**config.mk**
```make
export PLATFORM = sky130hd
export DESIGN_NAME = parity_checked_frame_deframer
export DESIGN_NICKNAME = d
export VERILOG_FILES = /design/src/pcfd_pkg.sv /design/src/parity_checked_frame_deframer.sv
export SDC_FILE = /design/constraint.sdc
export NUM_CORES = 1
export LEC_CHECK = 0
export ABC_AREA = 1
export BUFFER_PORTS_ARGS = -buffer_cell sky130_fd_sc_hd__buf_2
export CAP_MARGIN = 20
export CORE_ASPECT_RATIO = 0.6
export CORE_MARGIN = 10
export CORE_UTILIZATION = 55
export CTS_CLUSTER_SIZE = 16
export DETAILED_ROUTE_END_ITERATION = 8
export GPL_ROUTABILITY_DRIVEN = 0
export PLACE_DENSITY = 0.76
export SETUP_SLACK_MARGIN = 0.2
export SLEW_MARGIN = 20
export SYNTH_ARGS = -nofsm -noshare
export SYNTH_HDL_FRONTEND = slang
export SYNTH_SLANG_ARGS = --single-unit
```
**constraint.sdc**
```tcl
create_clock -name aclk -period 6.85 [get_ports aclk]
set_input_delay 0.685 -clock aclk [delete_from_list [all_inputs] [get_ports aclk]]
set_output_delay 0.685 -clock aclk [all_outputs]
set_load 0.05 [all_outputs]
```
**src/pcfd_pkg.sv**
```systemverilog
// Shared widths for the parity-checked frame deframer.
// No dependencies; imported by the deframer, its result checker and the testbench.
package pcfd_pkg;

    localparam int S_TDATA_W   = 8;   // raw stream byte
    localparam int CHAR_W      = 7;   // payload character, parity bit stripped
    localparam int ERR_TOTAL_W = 16;  // error total as shown on the result
    localparam int LEN_W       = 8;   // frame length byte

    // Internal error counter width, legal range 8 to 32.
    localparam int ERR_COUNT_W = 16;

    // Result tdata: out_char then error_total, padded to whole bytes.
    localparam int M_TDATA_USED = CHAR_W + ERR_TOTAL_W;
    localparam int M_TDATA_W    = ((M_TDATA_USED + 7) / 8) * 8;
    localparam int M_TUSER_W    = 1;

endpackage

```
**src/parity_checked_frame_deframer.sv**
```systemverilog
// Parity-checked frame deframer: strips two control bytes and a length byte
// per frame, then checks odd parity on each payload byte. Depends on pcfd_pkg.
//
//  channel | direction | payload
//  s_      | in        | tdata[7:0] = in_byte
//  m_      | out       | tdata[6:0] = out_char, tdata[22:7] = error_total,
//          |           | tuser[0] = parity_error, tlast = frame_last
//
// One byte is taken per cycle unless a payload byte waits for room in the result
// stage; a payload byte's result is written to the result register as it leaves the input register.
// The input register and the result register each hold one item; while a result
// waits on m_tready, a byte is still taken unless a payload byte is held in the
// input register. Header bytes never wait on m_. aresetn is synchronous and
// active low; it clears frame position, length and the error counter.
module parity_checked_frame_deframer (
    input  logic                           aclk,
    input  logic                           aresetn,
    input  logic                           s_tvalid,
    output logic                           s_tready,
    input  logic [pcfd_pkg::S_TDATA_W-1:0] s_tdata,   // [7:0] in_byte
    output logic                           m_tvalid,
    input  logic                           m_tready,
    output logic [pcfd_pkg::M_TDATA_W-1:0] m_tdata,   // [6:0] out_char, [22:7] error_total
    output logic [pcfd_pkg::M_TUSER_W-1:0] m_tuser,   // [0] parity_error
    output logic                           m_tlast
);
    import pcfd_pkg::*;

    typedef enum logic [1:0] {
        POS_CTRL0,
        POS_CTRL1,
        POS_LEN,
        POS_DATA
    } pos_t;

    // Input stage
    logic                   in_valid_reg;
    logic [S_TDATA_W-1:0]   in_byte_reg;

    // Frame state
    pos_t                   pos_reg,        pos_next;
    logic [LEN_W-1:0]       bytes_left_reg, bytes_left_next;
    logic [ERR_COUNT_W-1:0] err_count_reg,  err_count_next;

    // Result stage
    logic                   out_valid_reg;
    logic [CHAR_W-1:0]      out_char_reg,   out_char_next;
    logic                   perr_reg,       perr_next;
    logic [ERR_TOTAL_W-1:0] err_total_reg,  err_total_next;
    logic                   last_reg,       last_next;

    logic out_free;
    logic emit;
    logic advance;
    logic s_accept;

    assign out_free = !out_valid_reg || m_tready;

    always_comb begin
        pos_next        = pos_reg;
        bytes_left_next = bytes_left_reg;
        err_count_next  = err_count_reg;
        out_char_next   = in_byte_reg[CHAR_W-1:0];
        perr_next       = ~(^in_byte_reg);
        err_total_next  = ERR_TOTAL_W'(err_count_reg);
        last_next       = 1'b0;
        emit            = 1'b0;
        case (pos_reg)
            POS_CTRL0: begin
                pos_next = POS_CTRL1;
            end
            POS_CTRL1: begin
                pos_next = POS_LEN;
            end
            POS_LEN: begin
                bytes_left_next = in_byte_reg;
                pos_next        = (in_byte_reg == '0) ? POS_CTRL0 : POS_DATA;
            end
            POS_DATA: begin
                if (bytes_left_reg == '0) begin
                    // no bytes left: treat as first control byte
                    pos_next = POS_CTRL1;
                end else begin
                    emit = 1'b1;
                    if (perr_next && (err_count_reg != '1)) begin
                        err_count_next = err_count_reg + 1'b1;
                    end
                    bytes_left_next = bytes_left_reg - 1'b1;
                    last_next       = (bytes_left_reg == LEN_W'(1));
                    pos_next        = last_next ? POS_CTRL0 : POS_DATA;
                    err_total_next  = ERR_TOTAL_W'(err_count_next);
                end
            end
            default: begin
                pos_next = POS_CTRL0;
            end
        endcase
    end

    // Header bytes advance freely; payload bytes need room in the result stage.
    assign advance  = in_valid_reg && (!emit || out_free);
    assign s_tready = !in_valid_reg || advance;
    assign s_accept = s_tvalid && s_tready;

    always_ff @(posedge aclk) begin
        if (!aresetn) begin
            in_valid_reg   <= 1'b0;
            out_valid_reg  <= 1'b0;
            pos_reg        <= POS_CTRL0;
            bytes_left_reg <= '0;
            err_count_reg  <= '0;
        end else begin
            if (s_accept) begin
                in_byte_reg <= s_tdata;
            end
            if (s_tready) begin
                in_valid_reg <= s_tvalid;
            end
            if (advance) begin
                pos_reg        <= pos_next;
                bytes_left_reg <= bytes_left_next;
                err_count_reg  <= err_count_next;
            end
            if (advance && emit) begin
                out_valid_reg <= 1'b1;
                out_char_reg  <= out_char_next;
                perr_reg      <= perr_next;
                err_total_reg <= err_total_next;
                last_reg      <= last_next;
            end else if (m_tready) begin
                out_valid_reg <= 1'b0;
            end
        end
    end

    assign m_tvalid = out_valid_reg;
    assign m_tdata  = M_TDATA_W'({err_total_reg, out_char_reg});
    assign m_tuser  = perr_reg;
    assign m_tlast  = last_reg;

    // A flagged result implies the counter has counted at least once.
    a_err_counted: assert property (@(posedge aclk) disable iff (!aresetn)
        out_valid_reg && perr_reg |-> err_count_reg != '0)
        else $error("parity error shown with zero error count");

    // Payload position always has bytes outstanding.
    a_data_has_bytes: assert property (@(posedge aclk) disable iff (!aresetn)
        pos_reg == POS_DATA |-> bytes_left_reg != '0)
        else $error("payload position with no bytes left");

    // The error counter never goes backward outside reset.
    a_count_monotonic: assert property (@(posedge aclk)
        aresetn && $past(aresetn) |-> err_count_reg >= $past(err_count_reg))
        else $error("error count decreased");

    // A payload byte blocked by a full result stage stays in the input stage.
    a_hold_payload: assert property (@(posedge aclk) disable iff (!aresetn)
        in_valid_reg && emit && !out_free |=> in_valid_reg && $stable(in_byte_reg))
        else $error("blocked payload byte lost");

endmodule

```
==> out/metrics.cfg, run 1 <==
[setup_path]
worstSetupStartpointType=flip-flop
critical_path_class=reg2out
cpPeakStageDelay_ns=0.36
critical_path.cell_chain=inv_1 -> ha_1 -> nand2_1 -> nor2_2 -> nor2_4 -> nand3_1 -> buf_2
regToRegEndpoint=err_total_reg[6]
critPathMaxFanout=15
crit-reg2reg-launch=bytes_left_reg[0]
timing.critical_path.to_type=output pin
cp-startpoint=bytes_left_reg[0]
worstPathArrival_ns=2.00
critical_path_required_ns=6.16
timing.reg2reg.worst_path_depth=9
reg2reg_setup_slack_ns=4.44
cpMaxStageDelayCell=dfxtp_1

[detailed_routing]
detailroute.via_count=2698
post-route-drc-count=0
routed_via_density=5.13
detail_route.first_pass.iterations=5
finalWirelength_um=7400
postRouteAntennaNets=0
drtIter0Drc=267
routed_wire_length_per_instance_um=14.1

[logic_synthesis]
post_synth.cell_area_avg_um2=8.02
netlist_area_mm2=0.00324
syn_nets=424
post_synthesis_register_bit_count=61
syn-instance-count=404
synthesis.yosys.warnings=0
netlist-cell-type-count=28
synth_seq_area_share_pct=47.9

[timing]
slew_violations=0
hold_ws_ns=0.466
hold_viol_final=0
final_worst_clock_skew_ns=0.00918
finalCriticalPeriod_ns=2.68
slew-limit-headroom_pct=62.0
setup_total_negative_slack_ns=0
finalCritPeriodShare_pct=39.1
worst_slew_pin_slew_ns=0.570
rsz0062_at_grt=false
finalSetupViolCount=0
maxClockFrequency_mhz=373

[floorplanning]
core_ar_mm2=0.00565
initial_core_util_pct=57.3
floorplan.io_pins=40
row_count=21
die_h_um=79.4
die-width_um=119
floorplan.die_area_mm2=0.00946

[clocking]
clkSinkCount=61
postCtsHoldBufs=0
cts_root_buf=clkbuf_8
postCtsSetupBuffers=0
clock_path_buffers=2
clkSlewWorstSetupHoldPaths_ns=0.07
cts_htree_levels=3
cts_tree=built
post_cts_resize_count=0
cts_made_buffers=9
clock_insertion_delay_worst_skew_ns=0.35

[layout]
insertedDiodeCount=0
layout.core_utilization_pct=64.1
nNetsFinal=461
p_r_area_growth_vs_syn_pct=11.8
multi_input_comb_area_mm2=0.00136
seq_area_mm2=0.00155
layout_cell_share_with_drive_strength_beyond_1_pct=18.2
filler_cell_count=488

[pwr]
report.power.total_mw=0.797
p_leak_nw=1.63
pwr_cell_area_mw_per_mm2=220
vdd_drop_max_mv=0.135

[grt]
maximum_number_of_pins_on_one_net_before_global_route_repair=21
antenna_found_initial=0
track_usage_pct=16.1
grt_overflow_total=0
first_global_vias=2493
global_route_wire_length_before_repair_um=12100

[run_status]
outcome=finished, final reports clean

[worst_hold_path]
kind_of_path_behind_the_tightest_hold_check=reg2reg
min-delay-start=in_byte_reg[4]
whs_path_depth=0
timing.hold.worst_endpoint=out_char_reg[4]

[job]
timing.max_cap.violations=0

[placement]
buffer_ports.inserted=38
place_hpwl_um=5370

-- worst max-delay path, delay by kind of cell, from the launching register on --
family	cells	cell delay [ns]
AND/OR/NAND/NOR	4	0.69
buffers and inverters	2	0.36
adder cells (fa/ha/maj)	1	0.22
flip-flops	1	0.36
-- synthesized netlist by cell type (all sizes together) --
master  number  area share, %
a21oi       20            3.1
buf         11            2.7
clkbuf       2           0.23
clkinv       1           0.12
conb         1           0.12
dfxtp       28             17
edfxtp      33             31
ha           8            3.1
inv         63            7.3
nand2      101             12
nand3       44            8.2
nand3b       1           0.23
nand4        3           0.58
nor2        45            6.3
nor3         7            1.1
o21ai       25            3.9
o21bai       1           0.23
xnor2        4            1.1
xor2         6            1.6
-- kinds of logic after synthesis --
logic type / count (synthesis) / share of synthesized area [%]
fa+ha+maj: 8 / 3.09
compound gates: 46 / 7.19
xor+xnor: 10 / 2.70
other cells: 1 / 0.116
buf+inv: 77 / 10.4
simple gates: 201 / 28.6
flops: 61 / 47.9
-- per-stage QoR --
step | instance area [um2] | setup slack [ns] | instances
2_1_floorplan | 3240 | 3.50 | 404
3_3_place_gp | 3450 | 4.12 | 510
3_5_place_dp | 3450 | 4.03 | 510
4_1_cts | 3620 | 4.18 | 526
5_1_grt | 3620 | 4.03 | 526
6_report | 3620 | 4.17 | 526
-- layout by cell type, fill, tap and decap left out, drive strengths merged --
cell type / synthesis / final
o21ai: 25 / 25
o21bai: 1 / 1
nand3: 44 / 44
nand2: 101 / 101
edfxtp: 33 / 33
nor2: 45 / 45
nor3: 7 / 7
buf: 11 / 39
clkinvlp: 0 / 2
xnor2: 4 / 4
nand4: 3 / 3
dfxtp: 28 / 28
clkbuf: 2 / 9
nand3b: 1 / 1
xor2: 6 / 6
clkinv: 1 / 4
conb: 1 / 1
ha: 8 / 8
inv: 63 / 65
a21oi: 20 / 20
-- where the power goes --
part	switching [mW]	internal (mW)	leakage, nW
Sequential	0.0125	0.398	0.529
Clock	0.153	0.132	0.0837
Combinational	0.0690	0.0329	1.01
Total	0.234	0.563	1.63
-- how the worst max path moves through the flow --
stage | to | slack [ns] | cells after the start
2_1_floorplan | err_total_reg[0] | 3.50 | 9
3_3_place_gp | m_tlast | 4.12 | 4
3_5_place_dp | err_total_reg[6] | 4.03 | 4
4_1_cts | s_tready | 4.18 | 7
5_1_grt | s_tready | 4.03 | 7
6_report | s_tready | 4.17 | 7
-- cell type report --
| class | instances | area share (%) |
|---|---|---|
| timing repair buffer | 39 | 5.46 |
| multi-input combinational | 266 | 37.5 |
| inverter | 64 | 6.64 |
| clock buffer | 9 | 3.42 |
| clock inverter | 7 | 1.38 |
| sequential | 61 | 42.9 |
| tap | 80 | 2.77 |
-- routing by layer --
| metal | wire length [um] | up-vias | global-route usage, % |
|---|---|---|---|
| met4 | 85 | 0 | 5.10 |
| met2 | 3010 | 98 | 23.0 |
| met3 | 743 | 12 | 6.00 |
| li1 | - | 1365 | - |
| met5 | 0 | - | 0 |
| met1 | 3560 | 1223 | 21.8 |
Power figures use the tool's default switching activity.
==> run 2: changes to the inputs <==
--- a/config.mk
+++ b/config.mk
@@ -5,7 +5,7 @@
 export SDC_FILE = /design/constraint.sdc
 export NUM_CORES = 1
 export LEC_CHECK = 0
-export ABC_AREA = 1
+export ABC_AREA = 0
 export BUFFER_PORTS_ARGS = -buffer_cell sky130_fd_sc_hd__buf_2
 export CAP_MARGIN = 20
 export CORE_ASPECT_RATIO = 0.6
==> constraint.sdc (replaced) <==
create_clock -name aclk -period 2.57 [get_ports aclk]
set_input_delay 0.257 -clock aclk [delete_from_list [all_inputs] [get_ports aclk]]
set_output_delay 0.257 -clock aclk [all_outputs]
set_load 0.05 [all_outputs]
==> run 2 against run 1 <==
  * Sequential power rose to 2.6 times the previous value
  * Critical path depth up 1
  * Largest power group unchanged
  * Clock power rose to 3.3 times the previous value
==> out/metrics.cfg, run 2 <==
[run_status]
outcome=finished, final reports clean

[layout]
seq_area_mm2=0.00155
insertedDiodeCount=0
p_r_area_growth_vs_syn_pct=14.7
layout.core_utilization_pct=67.4
nNetsFinal=352
layout_cell_share_with_drive_strength_beyond_1_pct=22.3
stdcell_count=403
multi_input_comb_area_mm2=0.00136
filler_cell_count=422
layout_commonest_cell=buf_2
final_design_area_no_fill_mm2=0.00353
layout.cells.most_common_list=buf_2 (38), edfxtp_1 (33), dfxtp_1 (28), nand2_1 (24), inv_1 (17)

[clocking]
clock_insertion_delay_worst_skew_ns=0.35
cts_made_buffers=9
clkSinkCount=61
cts_htree_levels=3
cts_root_buf=clkbuf_8
cts_tree=built
clock_path_buffers=2
clkSlewWorstSetupHoldPaths_ns=0.08
postCtsHoldBufs=0

[logic_synthesis]
synth_top_cells_by_count=edfxtp_1 (33), dfxtp_1 (28), nand2_1 (25)
syn-instance-count=290
netlist-cell-type-count=53
synthesis.yosys.warnings=0
number_of_flops_mapped_to_enable_cells_by_yosys=33
synthFlopType=edfxtp_1
synth_seq_area_share_pct=50.5
ys_async_sr_fraction_pct=0
synth.area.top_cells=edfxtp_1 (32%), dfxtp_1 (18%), ha_1 (3.3%)
netlist_area_mm2=0.00307
syn_nets=310
yosys.cell_count.top_type=edfxtp_1
synthDominantAreaCellType=edfxtp_1
post_synthesis_register_bit_count=61
synth.top_cell.area_share_pct=32.2
post_synth.cell_area_avg_um2=10.6

[placement]
pre_cts_ws_ns=0.276
placement.cell_area_mm2=0.00327
place_hpwl_um=4820
buffer_ports.inserted=38
number_of_placed_cells_counting_well_taps=386

[detailed_routing]
routed_via_density=5.76
post-route-drc-count=0
detail_route.first_pass.iterations=4
drtIter0Drc=239
finalWirelength_um=6830
routed_wire_length_per_instance_um=16.9
postRouteAntennaNets=0
detailroute.via_count=2322

[timing]
final_critical_path_setup_slack_ns=0.318
maxClockFrequency_mhz=444
finalCritPeriodShare_pct=87.6
slew-limit-headroom_pct=57.8
final_worst_clock_skew_ns=0.00837
hold_ws_ns=0.0783
finalCriticalPeriod_ns=2.25
finalSetupViolCount=0
slew_violations=0
hold_viol_final=0
rsz0062_at_grt=false
worst_slew_pin_slew_ns=0.632
setup_total_negative_slack_ns=0

[floorplanning]
row_count=20
floorplan.io_pins=40
floorplan.die_area_mm2=0.00908
initial_core_util_pct=58.8
core_ar_mm2=0.00523
die-width_um=117
die_h_um=77.9

[grt]
track_usage_pct=15.1
first_global_vias=2060
antenna_found_initial=0
global_route_wire_length_before_repair_um=10800
grt_overflow_total=0
maximum_number_of_pins_on_one_net_before_global_route_repair=38

[setup_path]
critical_path.cell_chain=inv_1 -> ha_1 -> xnor2_2 -> xnor2_2 -> nand4_1 -> buf_4 -> or4_1 -> a21boi_1
cp_delay_by_family_top=simple AND/OR/NAND/NOR gates
critical_path_required_ns=2.84
critPathMaxFanout=25
cpPeakStageDelay_ns=0.42
critical-path-top-cell-by-count=xnor2_2
crit-reg2reg-launch=in_byte_reg[6]
timing.critical_path.to_type=flip-flop
worstSetupStartpointType=flip-flop
critPathBufInv=2
worstPathArrival_ns=2.52
reg2reg_setup_slack_ns=0.32
cpMaxStageDelayCell=or4_1
timing.reg2reg.worst_path_depth=8
regToRegEndpoint=err_count_reg[4]
critical_path_class=reg2reg

[worst_hold_path]
whs_path_depth=1
min-delay-start=s_tdata[5]
timing.hold.worst_endpoint=in_byte_reg[5]
kind_of_path_behind_the_tightest_hold_check=in2reg

[pwr]
p_leak_nw=1.36
report.power.total_mw=2.19
vdd_drop_max_mv=0.544
pwr_cell_area_mw_per_mm2=620

[job]
timing.max_cap.violations=0

[run 2: changes by cell type after synthesis, sizes merged, moves of 6 or more]
cell | previous run | this run
nand2 | 101 | 26
o21ai | 25 | 14
nand3 | 44 | 8
a21boi | 0 | 13
or3 | 0 | 6
or4 | 0 | 9
a21oi | 20 | 10
inv | 63 | 17
nand2b | 0 | 6
o31ai | 0 | 11
nor2 | 45 | 14
[run 2: cell type report]
type | count | area share [%]
Clock buffer | 9 | 3.51
Sequential cell | 61 | 44.0
Clock inverter | 7 | 2.80
Multi-Input combinational cell | 198 | 38.7
Inverter | 17 | 1.81
Timing Repair Buffer | 45 | 6.88
Tap cell | 66 | 2.34
[run 2: worst max path at each step]
stage / slack [ns] / end / from / cells after the start
3_3_place_gp: 0.34 / err_total_reg[3] / in_byte_reg[0] / 7
2_1_floorplan: 0.45 / in_byte_reg[0] / m_tvalid / 3
6_report: 0.32 / err_count_reg[4] / in_byte_reg[6] / 8
4_1_cts: 0.25 / err_count_reg[4] / in_byte_reg[0] / 8
5_1_grt: 0.21 / err_count_reg[4] / in_byte_reg[0] / 8
3_5_place_dp: 0.28 / err_total_reg[9] / in_byte_reg[0] / 7
[run 2: worst reg2reg max path, cell delays in order (launching register included)]
cell and delay [ns]:
edfxtp_1 0.39, inv_1 0.06, ha_1 0.32, xnor2_2 0.17, xnor2_2 0.26, nand4_1 0.13
buf_4 0.24, or4_1 0.43, a21boi_1 0.19
[run 2: timing repair]
item | in CTS | in global routing
setup buffers | 0 | 1
resized for setup | 0 | 4
setup endpoints to repair | 0 | 14
[run 2: report_power, final]
| part | internal, mW | switching (mW) | total (mW) | leakage (nW) |
|---|---|---|---|---|
| clock | 0.550 | 0.402 | 0.952 | 0.110 |
| sequential | 1.04 | 0.0194 | 1.06 | 0.495 |
| combinational | 0.0788 | 0.0966 | 0.175 | 0.751 |
| total | 1.67 | 0.518 | 2.19 | 1.36 |
[run 2: kinds of logic after synthesis]
logic type | share of synthesized area (%)
AO/OA/AOI/OAI | 15.3
adder cells (fa/ha/maj) | 3.26
other | 0.122
XOR/XNOR | 5.13
buffers and inverters | 5.98
flip-flops | 50.5
multiplexers | 1.34
AND/OR/NAND/NOR | 18.4
[run 2: routing by layer]
metal | vias up | wire [um] | global-route usage, %
met4 | 0 | 76 | 4.60
met5 | - | 0 | 0
met1 | 1067 | 3480 | 23.2
met3 | 11 | 687 | 5.91
li1 | 1152 | - | -
met2 | 92 | 2580 | 18.1
